**src/hw/rtl/i2cm_pkg.sv**
```systemverilog
// ----------------------------------------------------------------------------
// I2C bit-level master - package
// Types, command codes and constants shared by the core's modules.
// ----------------------------------------------------------------------------
`timescale 1ns / 1ps

package i2cm_pkg;

  localparam logic [15:0] PHASE_TICKS_RESET = 16'd250;
  localparam logic [7:0]  ACK_MASK          = 8'h80;

  // Command queue between front and back
  localparam int QDEPTH = 2;
  localparam int QPTR_W = $clog2(QDEPTH);
  localparam int QCNT_W = $clog2(QDEPTH + 1);

  typedef enum logic [2:0] {
    OP_START = 3'd0,
    OP_STOP  = 3'd1,
    OP_WRITE = 3'd2,
    OP_READ  = 3'd3,
    OP_WAIT  = 3'd4,
    OP_ACK   = 3'd5,
    OP_NACK  = 3'd6
  } op_e;

  typedef struct packed {
    logic [2:0] operation;
    logic [7:0] write_byte;
    logic [7:0] line_bits;
  } in_item_t;

  typedef struct packed {
    logic       scl_level;
    logic       sda_level;
    logic [7:0] read_data;
    logic       ack_missing;
    logic       last_phase;
  } out_item_t;

  typedef struct packed {
    op_e        op;
    logic [7:0] write_byte;
    logic [7:0] line_bits;
  } cmd_t;

  typedef struct packed {
    logic full;
    logic empty;
  } q_stat_t;

  typedef enum logic [1:0] {
    BK_IDLE,
    BK_EMIT,
    BK_HOLD
  } bk_state_e;

endpackage

```
**src/hw/rtl/i2c_bit_level_master_core.sv**
```systemverilog
// ----------------------------------------------------------------------------
// I2C bit-level master - top level
// Turns I2C commands into timed SCL/SDA bus phases, one result beat a phase.
// ----------------------------------------------------------------------------
// Each input beat is one command: start, stop, write byte, read byte, wait
// for acknowledge, send ack or send nack (the unused code 7 is accepted and
// dropped). The core answers with one output beat per bus phase: start 3,
// stop 2, write 24, read 16, wait ack 3, ack 4, nack 3. The last beat of a
// command has last_phase set and carries read_data (read) or ack_missing
// (wait ack). SDA levels the slave drives are supplied up front in
// line_bits, MSB first. Timing: a phase passes through a set-up state
// (BK_EMIT) and a hold state (BK_HOLD) timed by phase_ticks; its beat can
// be taken from the hold state on, and the hold does not end before its
// beat has been taken. The phase hold counter in the sequencer sets the
// hold length; a two-entry command queue lets the next commands be taken
// in meanwhile.
// phase_ticks is written through the cfg_ port (always ready) and resets to
// 250; write it only while the core is idle.
// ----------------------------------------------------------------------------
`timescale 1ns / 1ps

module i2c_bit_level_master_core import i2cm_pkg::*; (
  input  logic        clk,
  input  logic        rst_n,
  // command beats
  input  logic        in_valid,
  output logic        in_stall,
  input  in_item_t    in_item,
  // phase beats
  output logic        out_valid,
  input  logic        out_stall,
  output out_item_t   out_item,
  // phase_ticks register
  input  logic        cfg_valid,
  output logic        cfg_ready,
  input  logic [15:0] cfg_data
);

  logic [15:0] phase_ticks_r;
  logic        q_push, q_pop;
  cmd_t        q_push_cmd, q_pop_cmd;
  q_stat_t     q_stat;

  assign cfg_ready = 1'b1;

  always_ff @(posedge clk) begin
    if (!rst_n) begin
      phase_ticks_r <= PHASE_TICKS_RESET;
    end else if (cfg_valid && cfg_ready) begin
      phase_ticks_r <= cfg_data;
    end
  end

  // Front: decode and queue
  i2cm_front u_front (
    .in_valid (in_valid),
    .in_stall (in_stall),
    .in_item  (in_item),
    .q_stat   (q_stat),
    .push     (q_push),
    .push_cmd (q_push_cmd)
  );

  i2cm_queue u_queue (
    .clk      (clk),
    .rst_n    (rst_n),
    .push     (q_push),
    .push_cmd (q_push_cmd),
    .pop      (q_pop),
    .pop_cmd  (q_pop_cmd),
    .stat     (q_stat)
  );

  // Back: phase sequencer with the output register
  i2cm_back u_back (
    .clk         (clk),
    .rst_n       (rst_n),
    .phase_ticks (phase_ticks_r),
    .q_stat      (q_stat),
    .q_cmd       (q_pop_cmd),
    .pop         (q_pop),
    .out_valid   (out_valid),
    .out_stall   (out_stall),
    .out_item    (out_item)
  );

endmodule

```
**src/hw/rtl/i2cm_queue.sv**
```systemverilog
// ----------------------------------------------------------------------------
// I2C bit-level master - command queue
// Short FIFO of decoded commands between the front end and the sequencer.
// ----------------------------------------------------------------------------
`timescale 1ns / 1ps

module i2cm_queue import i2cm_pkg::*; (
  input  logic    clk,
  input  logic    rst_n,
  input  logic    push,
  input  cmd_t    push_cmd,
  input  logic    pop,
  output cmd_t    pop_cmd,
  output q_stat_t stat
);

  cmd_t              mem_r [QDEPTH];
  logic [QPTR_W-1:0] wr_ptr_r, wr_ptr_nxt;
  logic [QPTR_W-1:0] rd_ptr_r, rd_ptr_nxt;
  logic [QCNT_W-1:0] cnt_r, cnt_nxt;
  logic              do_push, do_pop;

  assign stat.full  = (cnt_r == QCNT_W'(QDEPTH));
  assign stat.empty = (cnt_r == '0);
  assign do_push    = push && !stat.full;
  assign do_pop     = pop && !stat.empty;
  assign pop_cmd    = mem_r[rd_ptr_r];

  always_comb begin
    wr_ptr_nxt = wr_ptr_r;
    rd_ptr_nxt = rd_ptr_r;
    cnt_nxt    = cnt_r;
    if (do_push) begin
      wr_ptr_nxt = (wr_ptr_r == QPTR_W'(QDEPTH - 1)) ? '0 : wr_ptr_r + 1'b1;
    end
    if (do_pop) begin
      rd_ptr_nxt = (rd_ptr_r == QPTR_W'(QDEPTH - 1)) ? '0 : rd_ptr_r + 1'b1;
    end
    if (do_push && !do_pop) begin
      cnt_nxt = cnt_r + 1'b1;
    end else if (do_pop && !do_push) begin
      cnt_nxt = cnt_r - 1'b1;
    end
  end

  always_ff @(posedge clk) begin
    if (!rst_n) begin
      wr_ptr_r <= '0;
      rd_ptr_r <= '0;
      cnt_r    <= '0;
    end else begin
      wr_ptr_r <= wr_ptr_nxt;
      rd_ptr_r <= rd_ptr_nxt;
      cnt_r    <= cnt_nxt;
    end
  end

  always_ff @(posedge clk) begin
    if (do_push) begin
      mem_r[wr_ptr_r] <= push_cmd;
    end
  end

endmodule

```
**src/hw/rtl/i2cm_front.sv**
```systemverilog
// ----------------------------------------------------------------------------
// I2C bit-level master - front end
// Takes input beats, decodes the operation and queues the valid commands.
// ----------------------------------------------------------------------------
`timescale 1ns / 1ps

module i2cm_front import i2cm_pkg::*; (
  input  logic     in_valid,
  output logic     in_stall,
  input  in_item_t in_item,
  input  q_stat_t  q_stat,
  output logic     push,
  output cmd_t     push_cmd
);

  logic op_ok;

  // Reserved code is swallowed: accepted, never queued.
  always_comb begin
    case (in_item.operation)
      OP_START, OP_STOP, OP_WRITE, OP_READ,
      OP_WAIT, OP_ACK, OP_NACK: op_ok = 1'b1;
      default:                  op_ok = 1'b0;
    endcase
  end

  assign in_stall            = q_stat.full;
  assign push                = in_valid && !q_stat.full && op_ok;
  assign push_cmd.op         = op_e'(in_item.operation);
  assign push_cmd.write_byte = in_item.write_byte;
  assign push_cmd.line_bits  = in_item.line_bits;

endmodule

```
**src/hw/rtl/i2cm_back.sv**
```systemverilog
// ----------------------------------------------------------------------------
// I2C bit-level master - phase sequencer
// Steps one command through its bus phases and holds each for the set ticks.
// ----------------------------------------------------------------------------
`timescale 1ns / 1ps

module i2cm_back import i2cm_pkg::*; (
  input  logic        clk,
  input  logic        rst_n,
  input  logic [15:0] phase_ticks,
  input  q_stat_t     q_stat,
  input  cmd_t        q_cmd,
  output logic        pop,
  output logic        out_valid,
  input  logic        out_stall,
  output out_item_t   out_item
);

  bk_state_e   state_r, state_nxt;
  cmd_t        cmd_r;
  logic [1:0]  sub_r;
  logic [2:0]  bit_r;
  logic [15:0] tick_r;
  logic        scl_hold_r;
  logic        last_r;
  logic        out_valid_r;
  out_item_t   out_r;

  logic        emit, hold_done;
  logic        ph_scl, ph_sda, ph_am, grp_end, cmd_end, wbit, last_bit;
  logic [7:0]  ph_rd;

  assign last_bit = (bit_r == 3'd7);
  assign wbit     = cmd_r.write_byte[~bit_r];

  // Phase table: level pair for the current step of the command
  always_comb begin
    ph_scl  = 1'b1;
    ph_sda  = 1'b1;
    ph_rd   = '0;
    ph_am   = 1'b0;
    grp_end = 1'b1;
    case (cmd_r.op)
      OP_START: begin
        ph_scl  = (sub_r != 2'd2);
        ph_sda  = (sub_r == 2'd0);
        grp_end = (sub_r == 2'd2);
      end
      OP_STOP: begin
        ph_scl  = 1'b1;
        ph_sda  = (sub_r != 2'd0);
        grp_end = (sub_r == 2'd1);
      end
      OP_WRITE: begin
        case (sub_r)
          2'd0:    ph_scl = scl_hold_r;
          2'd1:    ph_scl = 1'b1;
          default: ph_scl = 1'b0;
        endcase
        // SDA let go on the last low phase so the slave can acknowledge
        ph_sda  = (sub_r == 2'd2 && last_bit) ? 1'b1 : wbit;
        grp_end = (sub_r == 2'd2);
      end
      OP_READ: begin
        ph_scl  = (sub_r == 2'd0);
        ph_sda  = 1'b1;
        grp_end = (sub_r == 2'd1);
        // after eight samples the byte read equals line_bits
        ph_rd   = (grp_end && last_bit) ? cmd_r.line_bits : '0;
      end
      OP_WAIT, OP_NACK: begin
        case (sub_r)
          2'd0:    ph_scl = scl_hold_r;
          2'd1:    ph_scl = 1'b1;
          default: ph_scl = 1'b0;
        endcase
        ph_sda  = 1'b1;
        grp_end = (sub_r == 2'd2);
        ph_am   = (cmd_r.op == OP_WAIT) && grp_end &&
                  ((cmd_r.line_bits & ACK_MASK) != '0);
      end
      OP_ACK: begin
        case (sub_r)
          2'd0:    ph_scl = scl_hold_r;
          2'd1:    ph_scl = 1'b1;
          default: ph_scl = 1'b0;
        endcase
        ph_sda  = (sub_r == 2'd3);
        grp_end = (sub_r == 2'd3);
      end
      default: begin
        grp_end = 1'b1;
      end
    endcase
  end

  assign cmd_end   = grp_end && (!(cmd_r.op == OP_WRITE || cmd_r.op == OP_READ) || last_bit);
  assign hold_done = (tick_r == 16'd1) && !out_valid_r;

  // Next state
  always_comb begin
    state_nxt = state_r;
    case (state_r)
      BK_IDLE: begin
        if (!q_stat.empty) begin
          state_nxt = BK_EMIT;
        end
      end
      BK_EMIT: begin
        state_nxt = BK_HOLD;
      end
      BK_HOLD: begin
        if (hold_done) begin
          state_nxt = last_r ? BK_IDLE : BK_EMIT;
        end
      end
      default: begin
        state_nxt = BK_IDLE;
      end
    endcase
  end

  // State outputs
  always_comb begin
    pop  = 1'b0;
    emit = 1'b0;
    case (state_r)
      BK_IDLE: pop  = !q_stat.empty;
      BK_EMIT: emit = 1'b1;
      default: begin
        pop  = 1'b0;
        emit = 1'b0;
      end
    endcase
  end

  always_ff @(posedge clk) begin
    if (!rst_n) begin
      state_r     <= BK_IDLE;
      sub_r       <= '0;
      bit_r       <= '0;
      tick_r      <= '0;
      scl_hold_r  <= 1'b1;
      last_r      <= 1'b0;
      out_valid_r <= 1'b0;
    end else begin
      state_r <= state_nxt;
      if (out_valid_r && !out_stall) begin
        out_valid_r <= 1'b0;
      end
      if (pop) begin
        sub_r <= '0;
        bit_r <= '0;
      end
      if (emit) begin
        out_valid_r <= 1'b1;
        scl_hold_r  <= ph_scl;
        last_r      <= cmd_end;
        tick_r      <= (phase_ticks == '0) ? 16'd1 : phase_ticks;
        if (grp_end) begin
          sub_r <= '0;
          bit_r <= bit_r + 1'b1;
        end else begin
          sub_r <= sub_r + 1'b1;
        end
      end else if (state_r == BK_HOLD && tick_r != 16'd1) begin
        tick_r <= tick_r - 1'b1;
      end
    end
  end

  always_ff @(posedge clk) begin
    if (pop) begin
      cmd_r <= q_cmd;
    end
    if (emit) begin
      out_r.scl_level   <= ph_scl;
      out_r.sda_level   <= ph_sda;
      out_r.read_data   <= ph_rd;
      out_r.ack_missing <= ph_am;
      out_r.last_phase  <= cmd_end;
    end
  end

  assign out_valid = out_valid_r;
  assign out_item  = out_r;

endmodule

```
**config.mk**
```make
export PLATFORM = sky130hd
export DESIGN_NAME = i2c_bit_level_master_core
export DESIGN_NICKNAME = d
export VERILOG_FILES = /design/src/hw/rtl/i2cm_pkg.sv /design/src/hw/rtl/i2c_bit_level_master_core.sv /design/src/hw/rtl/i2cm_queue.sv /design/src/hw/rtl/i2cm_front.sv /design/src/hw/rtl/i2cm_back.sv
export SDC_FILE = /design/constraint.sdc
export NUM_CORES = 1
export LEC_CHECK = 0
export ABC_CLOCK_PERIOD_IN_PS = 4100
export BUFFER_PORTS_ARGS = -buffer_cell sky130_fd_sc_hd__buf_4
export CAP_MARGIN = 40
export CORE_MARGIN = 3
export CORE_UTILIZATION = 50
export DETAILED_ROUTE_END_ITERATION = 8
export PLACE_DENSITY = 0.81
export SLEW_MARGIN = 20
export SYNTH_ARGS = -nofsm -noshare
export SYNTH_HDL_FRONTEND = slang
export SYNTH_SLANG_ARGS = --single-unit
```
**constraint.sdc**
```tcl
create_clock -name clk -period 4.1 [get_ports clk]
set_clock_uncertainty 0.05 [all_clocks]
set_input_delay 0.41 -clock clk [delete_from_list [all_inputs] [get_ports clk]]
set_output_delay 0.41 -clock clk [all_outputs]
set_load 0.005 [all_outputs]
```
==> Yosys cells after proc, flatten, opt, wreduce, memory -nomap -nowiden <==
Memories as Yosys holds them, arrays and structs flattened. A register that Yosys moved wholly into a read port is not among the register bits.
Cells that the tools add are included.
{ "classes": {"n_eq_ne": 24, "mux": 31, "add_sub_neg": 7, "magnitude_cmp": 1, "bitwise": 1, "n_reduce_logical": 41} }
{ "ops": {"columns": ["cell", "n"], "rows": [
  ["$mux W16", 3],
  ["$eq A3 B3 Y1 const B", 7],
  ["$eq A16 B1 Y1 const B", 1],
  ["$logic_not A16 Y1", 1],
  ["$ne A16 B1 Y1 const B", 1],
  ["$sub A16 B1 Y16 const B", 1],
  ["$logic_and A1 B1 Y1", 14],
  ["$mux W2", 7],
  ["$eq A3 B2 Y1 const B", 4],
  ["$mux W1", 12],
  ["$reduce_bool A2 Y1", 5],
  ["$mux W3", 3],
  ["$eq A2 B2 Y1 const B", 4],
  ["$reduce_or A4 Y1", 2],
  ["$logic_not A1 Y1", 7],
  ["$reduce_or A7 Y1", 1],
  ["$eq A3 B1 Y1 const B", 2],
  ["$logic_not A2 Y1", 3],
  ["$logic_not A3 Y1", 2],
  ["$pmux W1 S3", 2],
  ["$pmux W2 S3", 1],
  ["$add A2 B1 Y2 const B", 2],
  ["$eq A2 B1 Y1 const B", 2],
  ["$lt A3 B4 Y1 const B", 1],
  ["12 further kinds", 17]
]} }
{ "totals": {"output_inout_bits": 15, "mem_count": 1, "in_bits": 40, "register_bits": 58, "elab_cells": 122, "ramBits": 38} }
{ "mem_list": {"columns": ["memory", "words", "word_bits", "read_ports", "rd_ports_with_merged_regs", "wr", "line_no", "source"], "rows": [
  ["u_queue.mem_r", 2, 19, 1, 1, 1, "i2cm_queue.sv:17", "cmd_t mem_r [QDEPTH];"]
]} }

==> Logic depth before layout (Yosys ltp) <==
Gate-level depths: netlist of the first run.
{ "logic_depth": {"depth_word": 9, "ltp_mapped": 7, "ltp_nobuf": 7} }

==> By module <==
From an unflattened synthesis of the first run, not the netlist that was laid out.
{ "unflattened": {"hier_cells": 413, "area_unflattened_um2": 5081.1} }
{ "modules_own_cells": {"columns": ["module", "instances", "cells_each", "area_per_inst_um2", "seq_area_each_um2"], "rows": [
  ["i2cm_back", 1, 254, 2705.1, 1451.4],
  ["i2cm_queue", 1, 84, 1601.5, 1241.2],
  ["i2c_bit_level_master_core", 1, 53, 611.8, 320.3],
  ["i2cm_front", 1, 22, 162.7, 0.0]
]} }

==> Worst setup path before layout of the first run <==
Ideal clock, no wire load.
{ "synth_path": {"path_kind": "register to register", "from": "register u_queue.cnt_r[0]", "to": "memory u_queue.mem_r[0][0] (netlist bit) (enable)", "slack_ns": 2.136, "n_path_buf": 0, "arrival_ns": 1.519, "setup_time_ns": 0.395, "synth_period_minus_slack_ns": 1.964, "t_required_ns": 3.655, "path_stages_with_launch": 4, "cell_sequence": "dfxtp_1 -> nor2b_1 -> nand3b_1 -> nor2_1"} }
{ "synth_via": {"elab_chain_len": 7} }
{ "synth_lines": {"columns": ["item", "line_no", "source"], "rows": [
  ["start, declared", "i2cm_queue.sv:20", "logic [QCNT_W-1:0] cnt_r, cnt_nxt;"],
  ["start signal, assigned", "i2cm_queue.sv:54", "cnt_r <= cnt_nxt;"],
  ["$eq A2 B2 Y1 *", "i2cm_queue.sv:23", "assign stat.full = (cnt_r == QCNT_W'(QDEPTH));"],
  ["via in_stall", "i2c_bit_level_master_core.sv:27", "output logic in_stall,"],
  ["$logic_not A1 Y1 *", "i2cm_queue.sv:25, i2cm_front.sv:28", null],
  ["$logic_and A1 B1 Y1 (2 in series)", "i2cm_front.sv:28", "assign push = in_valid && !q_stat.full && op_ok;"],
  ["$logic_and A1 B1 Y1 *", "i2cm_queue.sv:25", "assign do_push = push && !stat.full;"],
  ["$mux W1 *", "i2cm_queue.sv:59", "if (do_push) begin"],
  ["$mux W1 (implied by the code) *", "i2cm_queue.sv:60", "mem_r[wr_ptr_r] <= push_cmd;"],
  ["end, declared", "i2cm_queue.sv:17", null]
]} }
The timed path passes the listed nets; every way through them passes the cells marked *.

==> Final worst setup path of the first run <==
{ "layout_path": {"from": "register u_back.state_r[1]", "to": "register u_back.tick_r[13]"} }
{ "layout_via": {"elab_chain_len": 3, "elab_cells_between_ends": 6, "classes_between": "eq/ne: 2; mux: 2; reduce/logical: 2"} }
{ "layout_lines": {"columns": ["item", "line_no", "source"], "rows": [
  ["start, declared", "i2cm_back.sv:19", "bk_state_e state_r, state_nxt;"],
  ["start signal, assigned", "i2cm_back.sv:147", "state_r <= state_nxt;"],
  ["$eq A2 B1 Y1 / $eq A2 B2 Y1 (equally long branches)", "i2cm_back.sv:127, i2cm_back.sv:166", null],
  ["$mux W1 / $logic_and A1 B1 Y1 (equally long branches)", "i2cm_back.sv:127, i2cm_back.sv:166", null],
  ["$mux W16 / $reduce_bool A2 Y1 (equally long branches)", null, null],
  ["end signal, assigned", "i2cm_back.sv:159", "tick_r <= (phase_ticks == '0) ? 16'd1 : phase_ticks;"],
  ["end signal, assigned", "i2cm_back.sv:167", "tick_r <= tick_r - 1'b1;"],
  ["end, declared", "i2cm_back.sv:23", "logic [15:0] tick_r;"]
]} }
Several ways; a longest one is shown, not always the timed one.
A chain may end at the register's enable or synchronous reset.

==> out/results.txt, run 1 <==
Synth Cell Area - 0.00492 mm2
Layout Cells excl Fill - 604
Final min period - 2400 ps
Fmax - 0.416 GHz
Worst setup SP type - register
clock latency on the worst-skew pair - 520 ps
CTS tree - yes
Sink Count - 115
critical path endpoint category - register
max-cap check violation count - 0
Worst-path clk slew - 60 ps
Starting Density - 52.2%
status - completed
Primary FF master, synth - edfxtp_1
Final Hold Viols - 0
min-delay worst type - in -> reg
via count - 3426
HPWL Detailed - 6.84 mm
num ports - 55
sequential element share of the synthesized area - 60.9%
setup repair bufs after CTS - 0
area grow syn2layout - 24.1%
Post-synth EDFFs - 69
die width - 105 um
final setup fails - 0
worst setup path class - reg -> reg
wire per inst - 16.7 um
Max FO, Critical Path - 13
register bit count reported by yosys - 115
maximum VDD drop - 0.399 mV
Max Transition Viols Final - 0
Post-Synthesis Cells - 396
power density cells - 742 mW/mm2
max_slew headroom - 45.0%
Mapped Avg Cell Area - 12.4 um2
via-per-instance ratio - 5.67
cell count after placement - 566
GRT Total Usage - 19.4%
vias in the first global route - 3369
hold-fix buffers at CTS - 0
Worst Path Required - 4500 ps
unrepaired setup endpoints after global routing - false
synth warn - 0
routability cong. - 0.968
Worst Path Arrival - 2800 ps
first-pass GRT wire length - 16.7 mm
Cell Rows - 35
Post-synth ARST share - 0%
DRC - 0
Setup TNS - 0 ps
share of cells above drive strength 1 - 26.3%
Routed Antenna Nets - 0
Core Area - 0.00942 mm2
nets@finish - 511
H-tree levels - 4
Hold WS - 20.7 ps
Tightest Pin Transition - 814 ps
die footprint - 0.0111 mm2
largest net degree at the start of global routing - 30
DRT Pass-1 Iters - 5
Bufs on Longest Clock Path - 2
Num CTS Buffers - 17
Die H - 105 um
static leakage - 2.30 nW
n_diodes - 0
# resized after CTS - 0
PortBufs - 53
drt first-iter violations - 195
Tcrit/Tclk final - 58.6%
CTS root buf - clkbuf_8
WL final - 10.1 mm
GRT overflow - 0
post-synth net total - 445
initial antenna violation count - 0
Unique masters post-synth - 61
-- sequential cells by signal, indices dropped and copies added, names as in the netlist --
register and flops:
u_back.last_r 1, u_back.state_r 2, u_back.tick_r 16, u_back.scl_hold_r 1
u_queue.rd_ptr_r 1, u_back.cmd_r 19, u_back.out_item 12, u_back.out_valid 1
u_back.sub_r 2, u_back.bit_r 3, phase_ticks_r 16, u_queue.wr_ptr_r 1
u_queue.cnt_r 2, u_queue.mem_r 38
-- final timing paths --
check,startpoint,end,slack (ps),cells after the start
setup / recovery,u_back.state_r[1]$_SDFFE_PN0P_,u_back.tick_r[13]$_SDFFE_PN0P_,1700,4
hold / removal,in_item[12],u_queue.mem_r[1][12]$_DFFE_PP_,20,1
setup reg to reg,u_back.state_r[1]$_SDFFE_PN0P_,u_back.tick_r[13]$_SDFFE_PN0P_,1700,4
hold reg to reg,u_back.out_valid$_SDFFE_PN0P_,u_back.out_valid$_SDFFE_PN0P_,460,2
-- cells in the final DEF, fill, tap and decap left out, drive strengths merged, types with 3 or more instances in the layout --
| cell | count |
|---|---|
| inv | 22 |
| or4 | 4 |
| edfxtp | 69 |
| nand3b | 3 |
| and2 | 10 |
| nor2 | 29 |
| dfxtp | 46 |
| or3 | 4 |
| o31ai | 3 |
| nor4b | 3 |
| a211oi | 5 |
| buf | 58 |
| and3 | 3 |
| clkinv | 6 |
| nand2b | 6 |
| nor3 | 8 |
| dlygate4sd3 | 6 |
| nand4 | 8 |
| a31oi | 7 |
| nand3 | 11 |
| mux2 | 19 |
| nand2 | 24 |
| xor2 | 4 |
| o21ai | 14 |
| mux2i | 20 |
| nor4 | 9 |
| clkbuf | 17 |
| ha | 9 |
| a21oi | 12 |
-- synthesized netlist by cell type, types with 3 or more instances --
cell type,count,area [um2]
edfxtp_1,69,2070
nor2_1,28,105
a31oi_1,7,43.8
and3_1,3,18.8
o21ai_0,13,65.1
nand2_1,24,90.1
mux2_2,19,214
nand2b_1,6,37.5
or3_1,3,18.8
inv_1,13,48.8
nor4_1,7,43.8
dfxtp_1,46,921
o31ai_1,3,22.5
ha_1,9,113
nand3b_1,3,22.5
xor2_1,4,35.0
a211oi_1,3,22.5
nand3_1,11,55.1
nor3_1,8,40.0
nand4_1,8,50.1
clkbuf_1,15,56.3
and2_1,10,62.6
mux2i_1,20,200
a21oi_1,12,60.1
-- cell families after synthesis --
group	Yosys count	synth area share, %
xor+xnor	6	1.07
mux	41	9.34
buf+inv	31	2.47
flops	115	60.9
fa+ha+maj	9	2.29
simple gates	130	15.0
other cells	1	0.0763
compound gates	63	8.91
-- area by class of cell --
cell class              count  area, um2
fillers                   655       3310
flip-flops and latches    115       2990
multi-input cells         250       1800
repair buffers             64        499
clock buffers              17        414
clock inverters            15        180
well taps                 129        161
inverters                  14       52.6
-- worst max-delay path, cell delays in order, from the launching register on --
cell,delay [ps]
dfxtp_1,440
nor2b_1,700
nand4_1,370
or4b_1,590
a31oi_1,180
-- per-layer routing --
| metal | vias to the layer above | GRT usage (%) | routed length (um) |
|---|---|---|---|
| li1 | 1629 | - | - |
| met1 | 1662 | 24.9 | 4360 |
| met2 | 119 | 31.1 | 5080 |
| met3 | 16 | 5.13 | 511 |
| met4 | 0 | 7.97 | 143 |
| met5 | - | 0 | 0 |
-- stage by stage --
stage / power [mW] / setup WS, ps / utilization (%) / cell area [um2]
after floorplan: 2.72 / 2140 / - / 4920
after global placement: 3.05 / 1890 / 57.7 / 5440
after detailed placement: 3.10 / 1760 / 57.9 / 5450
after CTS: 4.53 / 1750 / 64.2 / 6040
after global routing: 4.79 / 1460 / 64.8 / 6100
final: 4.53 / 1700 / 64.8 / 6100
-- report_power, final --
| part | internal, mW | total, mW | switching [mW] |
|---|---|---|---|
| clock | 0.793 | 1.41 | 0.618 |
| sequential | 1.59 | 1.85 | 0.258 |
| combinational | 0.567 | 1.27 | 0.699 |
No activity file was read; power rests on OpenSTA's default activity.
==> run 2, diff against run 1 <==
- ABC_CLOCK_PERIOD_IN_PS: 4100 -> 2410
- clock period: 4.1 -> 2.41 ns (I/O delays scaled with it)
==> run 2 against run 1 <==
Net effect:
- design area increased by 6.0%
- critical path depth increased by 2
- first-iteration DRC count is 90% higher
- power grew 73%
- register-to-register slack worse by 1500 ps
- combinational power is 89% higher
- sequential share of layout area is 2.8 points lower
- setup slack lost 1500 ps
- routed wire length grew 17%
- via count up 8.4%
- highest routed layer unchanged
==> out/results.txt, run 2 (synthesis gave the netlist of run 1 again) <==
drt first-iter violations - 371 (+90%)
PortBufs - 53 (unchanged)
Num CTS Buffers - 17 (unchanged)
Worst Path Arrival - 2520 ps (-280 ps)
max incr delay on CP - 580 ps (-120 ps)
GRT overflow - 0 (unchanged)
Final Hold Viols - 0 (unchanged)
Core Area - 0.00942 mm2 (unchanged)
Flop pwr share - 39.9% (-1.0 points)
CTS tree - yes
max-cap check violation count - 0 (unchanged)
HPWL Detailed - 6.86 mm (+0.23%)
CP cell instances - inv_1, ha_1, or4b_2, nor4_1, o31ai_1, o2111a_1
Bufs on Longest Clock Path - 2 (unchanged)
CTS root buf - clkbuf_8
max reg flops - 38 (unchanged)
GRT Total Usage - 22.8% (+3.4 points)
Starting Density - 52.2% (unchanged)
status - completed
Worst-path clk slew - 60 ps (about the same)
static leakage - 2.46 nW (+6.8%)
wire per inst - 18.2 um (+8.7%)
Tightest Pin Transition - 806 ps (-7.90 ps)
Switching Fraction - 34.8% (about the same)
clock share of power - 29.5% (-1.7 points)
most common cell after layout, fill and taps aside - edfxtp_1
H-tree levels - 4 (unchanged)
die footprint - 0.0111 mm2 (unchanged)
Final min period - 2170 ps (-235 ps)
Fmax - 0.462 GHz (+11%)
Top Family by Delay on Critical Path - simple AND/OR/NAND/NOR gates
crit path max-delay cell type - or4b_2
Sink Count - 115 (unchanged)
share of cells above drive strength 1 - 25.5% (-0.83 points)
top flop regs - u_queue.mem_r: 38 flops, u_back.cmd_r: 19 flops
die width - 105 um (unchanged)
Die H - 105 um (unchanged)
final setup fails - 0 (unchanged)
min-delay worst type - in -> reg
DRC - 0 (unchanged)
WL final - 11.8 mm (+17%)
Cell Int Power - 5.11 mW (+73%)
area grow syn2layout - 31.5%
via count - 3714 (+8.4%)
power density cells - 1210 mW/mm2 (+63%)
post-route cell area - 0.00647 mm2 (+6.0%)
max_slew headroom - 46.2% (+1.2 points)
Setup TNS - 0 ps (unchanged)
routability cong. - 0.903 (-6.8%)
Cell Rows - 35 (unchanged)
via-per-instance ratio - 5.73 (+1.0%)
Worst Path Required - 2760 ps (-1740 ps)
Max Transition Viols Final - 0 (unchanged)
Switch Pwr - 2.73 mW (+73%)
nets@finish - 554 (+8.4%)
unrepaired setup endpoints after global routing - false
vias in the first global route - 3857 (+14%)
clock latency on the worst-skew pair - 520 ps (about the same)
DRT Pass-1 Iters - 5 (unchanged)
num ports - 55 (unchanged)
initial antenna violation count - 1 (+1)
flop2flop setup slack - 240 ps (-1450 ps)
worst setup path class - reg -> reg
Largest Register - u_queue.mem_r
placed inst area - 0.00550 mm2 (+0.90%)
sum of buffers and inverters on the critical path - 1 (+1)
Max FO, Critical Path - 4 (-9)
Gate power share - 30.6% (+2.6 points)
Routed Antenna Nets - 0 (unchanged)
total power - 7.84 mW (+73%)
Worst setup SP type - register
most frequent cells in the layout - edfxtp_1 (69), buf_4 (65), dfxtp_1 (46)
Tcrit/Tclk final - 89.9% (+31 points)
largest net degree at the start of global routing - 30 (unchanged)
first-pass GRT wire length - 19.5 mm (+17%)
critical path endpoint category - register
maximum VDD drop - 0.639 mV (+60%)
==> run 2: per-stage QoR <==
stage / worst slack [ps] / cells / hold slack [ps] / util, %
floorplan: 446 / 396 / 290 / -
global placement: 406 / 573 / 376 / 58.4
detailed placement: 297 / 573 / 379 / 58.4
CTS: 280 / 647 / 44.1 / 68.7
global route: 16.2 / 648 / 67.1 / 68.7
finish: 244 / 648 / 63.8 / 68.7
==> run 2: worst reg2reg max path: cells and delay by family (launching register included) <==
| family | cells | cell delay, ps |
|---|---|---|
| flip-flops | 1 | 340 |
| adder cells (fa/ha/maj) | 1 | 180 |
| buffers and inverters | 1 | 140 |
| AO/OA/AOI/OAI | 2 | 350 |
| AND/OR/NAND/NOR | 2 | 1000 |
==> run 2: what timing repair did <==
action	4_1_cts	5_1_grt
resized for setup	0	0
setup buffers	0	0
endpoints found under the hold margin	55	0
hold buffers	42	0
==> run 2: final timing paths <==
path,startpoint,end,cells past startpoint
max,u_back.tick_r[1]$_SDFFE_PN0P_,u_back.tick_r[7]$_SDFFE_PN0P_,6
min,rst_n,u_back.tick_r[8]$_SDFFE_PN0P_,2
max reg2reg,u_back.tick_r[1]$_SDFFE_PN0P_,u_back.tick_r[7]$_SDFFE_PN0P_,6
min reg2reg,u_back.out_valid$_SDFFE_PN0P_,u_back.out_valid$_SDFFE_PN0P_,2
==> run 2: power groups by stage <==
stage / logic [mW] / registers (mW) / clock network, mW
floorplan: 1.61 / 3.02 / 0
finish: 2.40 / 3.13 / 2.31
CTS: 2.34 / 3.11 / 2.33
global route: 2.62 / 3.18 / 2.44
global placement: 2.19 / 3.10 / 0
detailed placement: 2.25 / 3.14 / 0
==> run 2: cell type report <==
type                       instances  area, um2
antenna                            1       2.50
clock buffer                      17        414
timing repair buffer             107        908
sequential                       115       2990
tap                              129        161
clock inverter                    15        133
multi-input combinational        250       1800
fill                             599       2950
inverter                          14       52.6
==> run 2: metal layers <==
layer | GRT usage, % | vias to the layer above | part of all wire [%]
met4 | 10.7 | 0 | 3.4
li1 | - | 1720 | -
met3 | 5.93 | 40 | 5.8
met5 | 0 | - | 0
met1 | 28.0 | 1782 | 40
met2 | 37.6 | 172 | 50
==> run 3, diff against run 2 <==
- CORE_UTILIZATION: 50 -> 58
- PLACE_DENSITY: 0.81 -> 0.9
==> run 3 against run 2 <==
Net effect:
- global-route usage is 10 points higher
- sequential share of layout area decreased by 0.089 points
- via count is 9.6% higher
- highest routed layer unchanged
- maximum frequency down 3.0%
- critical path type unchanged
- first-iteration DRC count grew 25%
- clock power is 11% higher
- critical path depth unchanged
- setup slack worse by 66 ps
- power increased by 6.3%
- largest cell class unchanged
- design area is 0.19% higher
- sequential cell count did not move
==> out/results.txt, run 3 (synthesis gave the netlist of run 1 again) <==
status - completed
Cell Rows - 32 (-8.6%)
first-pass GRT wire length - 24.0 mm (+23%)
HPWL Detailed - 7.44 mm (+8.5%)
unrepaired setup endpoints after global routing - false
static leakage - 2.48 nW (+0.94%)
max_slew headroom - 44.3% (-1.9 points)
Top Family by Delay on Critical Path - simple AND/OR/NAND/NOR gates
Cell Int Power - 5.35 mW (+4.8%)
max incr delay on CP - 410 ps (-170 ps)
initial antenna violation count - 0 (-1)
Largest Register - u_queue.mem_r
largest net degree at the start of global routing - 30 (unchanged)
DRT Pass-1 Iters - 6 (+1)
Worst-path clk slew - 60 ps (about the same)
Setup TNS - 0 ps (unchanged)
Die H - 98.1 um (-6.7%)
most frequent cells in the layout - edfxtp_1 (69), buf_4 (67), dfxtp_1 (46)
Layout Utilization - 81.3% (+13 points)
Final min period - 2230 ps (+66.5 ps)
DRC - 0 (unchanged)
Sink Count - 115 (unchanged)
WL final - 15.2 mm (+29%)
gr busiest metal - met2
PortBufs - 53 (unchanged)
vias in the first global route - 4127 (+7.0%)
clock share of power - 30.7% (+1.2 points)
nets@finish - 554 (unchanged)
Tcrit/Tclk final - 92.6% (+2.8 points)
final setup fails - 0 (unchanged)
Switch Pwr - 2.98 mW (+9.3%)
Num CTS Buffers - 17 (unchanged)
Worst setup SP type - register
Worst Path Required - 2810 ps (+50 ps)
die footprint - 0.00962 mm2 (-13%)
GRT overflow - 0 (unchanged)
area grow syn2layout - 31.8%
Final Hold Viols - 0 (unchanged)
via-per-instance ratio - 6.56 (+15%)
Bufs on Longest Clock Path - 2 (unchanged)
fillers - 352 (-41%)
met2 usage - 54.2% (+17 points)
Gate power share - 31.0% (+0.4 points)
Routed Antenna Nets - 0 (unchanged)
sum of buffers and inverters on the critical path - 1 (unchanged)
H-tree levels - 4 (unchanged)
routability cong. - 0.858 (-5.0%)
maximum VDD drop - 0.838 mV (+31%)
critical path endpoint category - register
Max FO, Critical Path - 4 (unchanged)
Max Transition Viols Final - 0 (unchanged)
wire per inst - 24.5 um (+35%)
grt met1 use - 40.6% (+13 points)
Tightest Pin Transition - 835 ps (+28.4 ps)
CTS tree - yes
most common cell after layout, fill and taps aside - edfxtp_1
top flop regs - u_queue.mem_r: 38 flops, u_back.cmd_r: 19 flops
min-delay worst type - in -> reg
flop2flop setup slack - 180 ps (-70 ps)
num ports - 55 (unchanged)
via count - 4069 (+9.6%)
met3 usage - 8.00% (+2.1 points)
CTS root buf - clkbuf_8
Worst Path Arrival - 2630 ps (+110 ps)
max reg flops - 38 (unchanged)
die width - 98.1 um (-6.7%)
CP cell instances - nor2b_1, nand3b_1, inv_1, ha_1, or3_1, a21oi_1
max-cap check violation count - 0 (unchanged)
share of cells above drive strength 1 - 26.1% (+0.58 points)
clock latency on the worst-skew pair - 530 ps (about the same)
GRT Total Usage - 33.2% (+10 points)
Fmax - 0.448 GHz (-3.0%)
crit path max-delay cell type - dfxtp_1
worst setup path class - reg -> reg
Core Area - 0.00797 mm2 (-15%)
power density cells - 1290 mW/mm2 (+6.1%)
Flop pwr share - 38.4% (-1.5 points)
Switching Fraction - 35.8% (+0.96 points)
drt first-iter violations - 462 (+25%)
Starting Density - 61.7% (+9.5 points)
n_diodes - 0 (-1)
## run 3: cell count changes in the layout (fill, tap and decap cells not counted)
cell,before,now
inv_6,8,6
nor3b_2,0,1
clkinv_2,2,0
clkinv_4,0,1
buf_4,65,67
dlygate4sd3_1,42,40
nor3b_1,2,1
clkinvlp_4,1,2
bufinv_16,0,2
diode_2,1,0
## run 3: layer usage
metal | part of all wire, % | up-vias
met5 | 0 | -
met1 | 36 | 1926
met2 | 49 | 341
met4 | 5.6 | 0
li1 | - | 1713
met3 | 9.6 | 89
## run 3: worst paths after layout
kind | start | end | depth (start not counted)
worst max register to register | u_queue.cnt_r[1]$_SDFFE_PN0P_ | u_queue.cnt_r[1]$_SDFFE_PN0P_ | 6
worst max-delay path | u_queue.cnt_r[1]$_SDFFE_PN0P_ | u_queue.cnt_r[1]$_SDFFE_PN0P_ | 6
worst min register to register | u_back.out_valid$_SDFFE_PN0P_ | u_back.out_valid$_SDFFE_PN0P_ | 2
worst min-delay path | cfg_data[11] | phase_ticks_r[11]$_SDFFE_PN0P_ | 3
## run 3: worst register-to-register path: cells and delay by family, from the launching register on
family                     cells  cell delay, ps
and+or+nand+nor                3            1050
DFF                            1             410
adders and majority gates      1             360
AOI/OAI and AO/OA              1             150
buffers and inverters          1             140
## run 3: power by group through the flow
stage	registers [mW]	logic (mW)	clock network, mW
global placement	3.11	2.24	0
floorplan	3.02	1.61	0
CTS	3.15	2.43	2.54
global route	3.23	2.77	2.66
finish	3.20	2.58	2.56
detailed placement	3.16	2.30	0
## run 3: layout make-up
| type | count | area, um2 | share of cell area [%] |
|---|---|---|---|
| Clock inverter | 15 | 181 | 2.80 |
| Multi-Input combinational cell | 250 | 1810 | 27.9 |
| Tap cell | 102 | 128 | 1.97 |
| Inverter | 14 | 52.6 | 0.811 |
| Clock buffer | 17 | 414 | 6.39 |
| Sequential cell | 115 | 2990 | 46.2 |
| Timing Repair Buffer | 107 | 903 | 13.9 |
## run 3: stage by stage
step                      cell area, um2  hold slack (ps)  total power [mW]  cells  setup WS (ps)
after global routing                6480             7.26              8.65    620            151
after global placement              5470              376              5.35    547            337
final                               6480             24.2              8.33    620            177
after CTS                           6470             11.3              8.11    619            193
after detailed placement            5470              379              5.45    547            303
after floorplan                     4920              290              4.63    396            446
## run 3: repair_timing
action / in CTS / in global routing
setup endpoints to repair: 0 / 4
gates resized for setup: 0 / 1
hold endpoints to repair: 54 / 0
hold buffers: 40 / 0
buffers inserted: 0 / 1
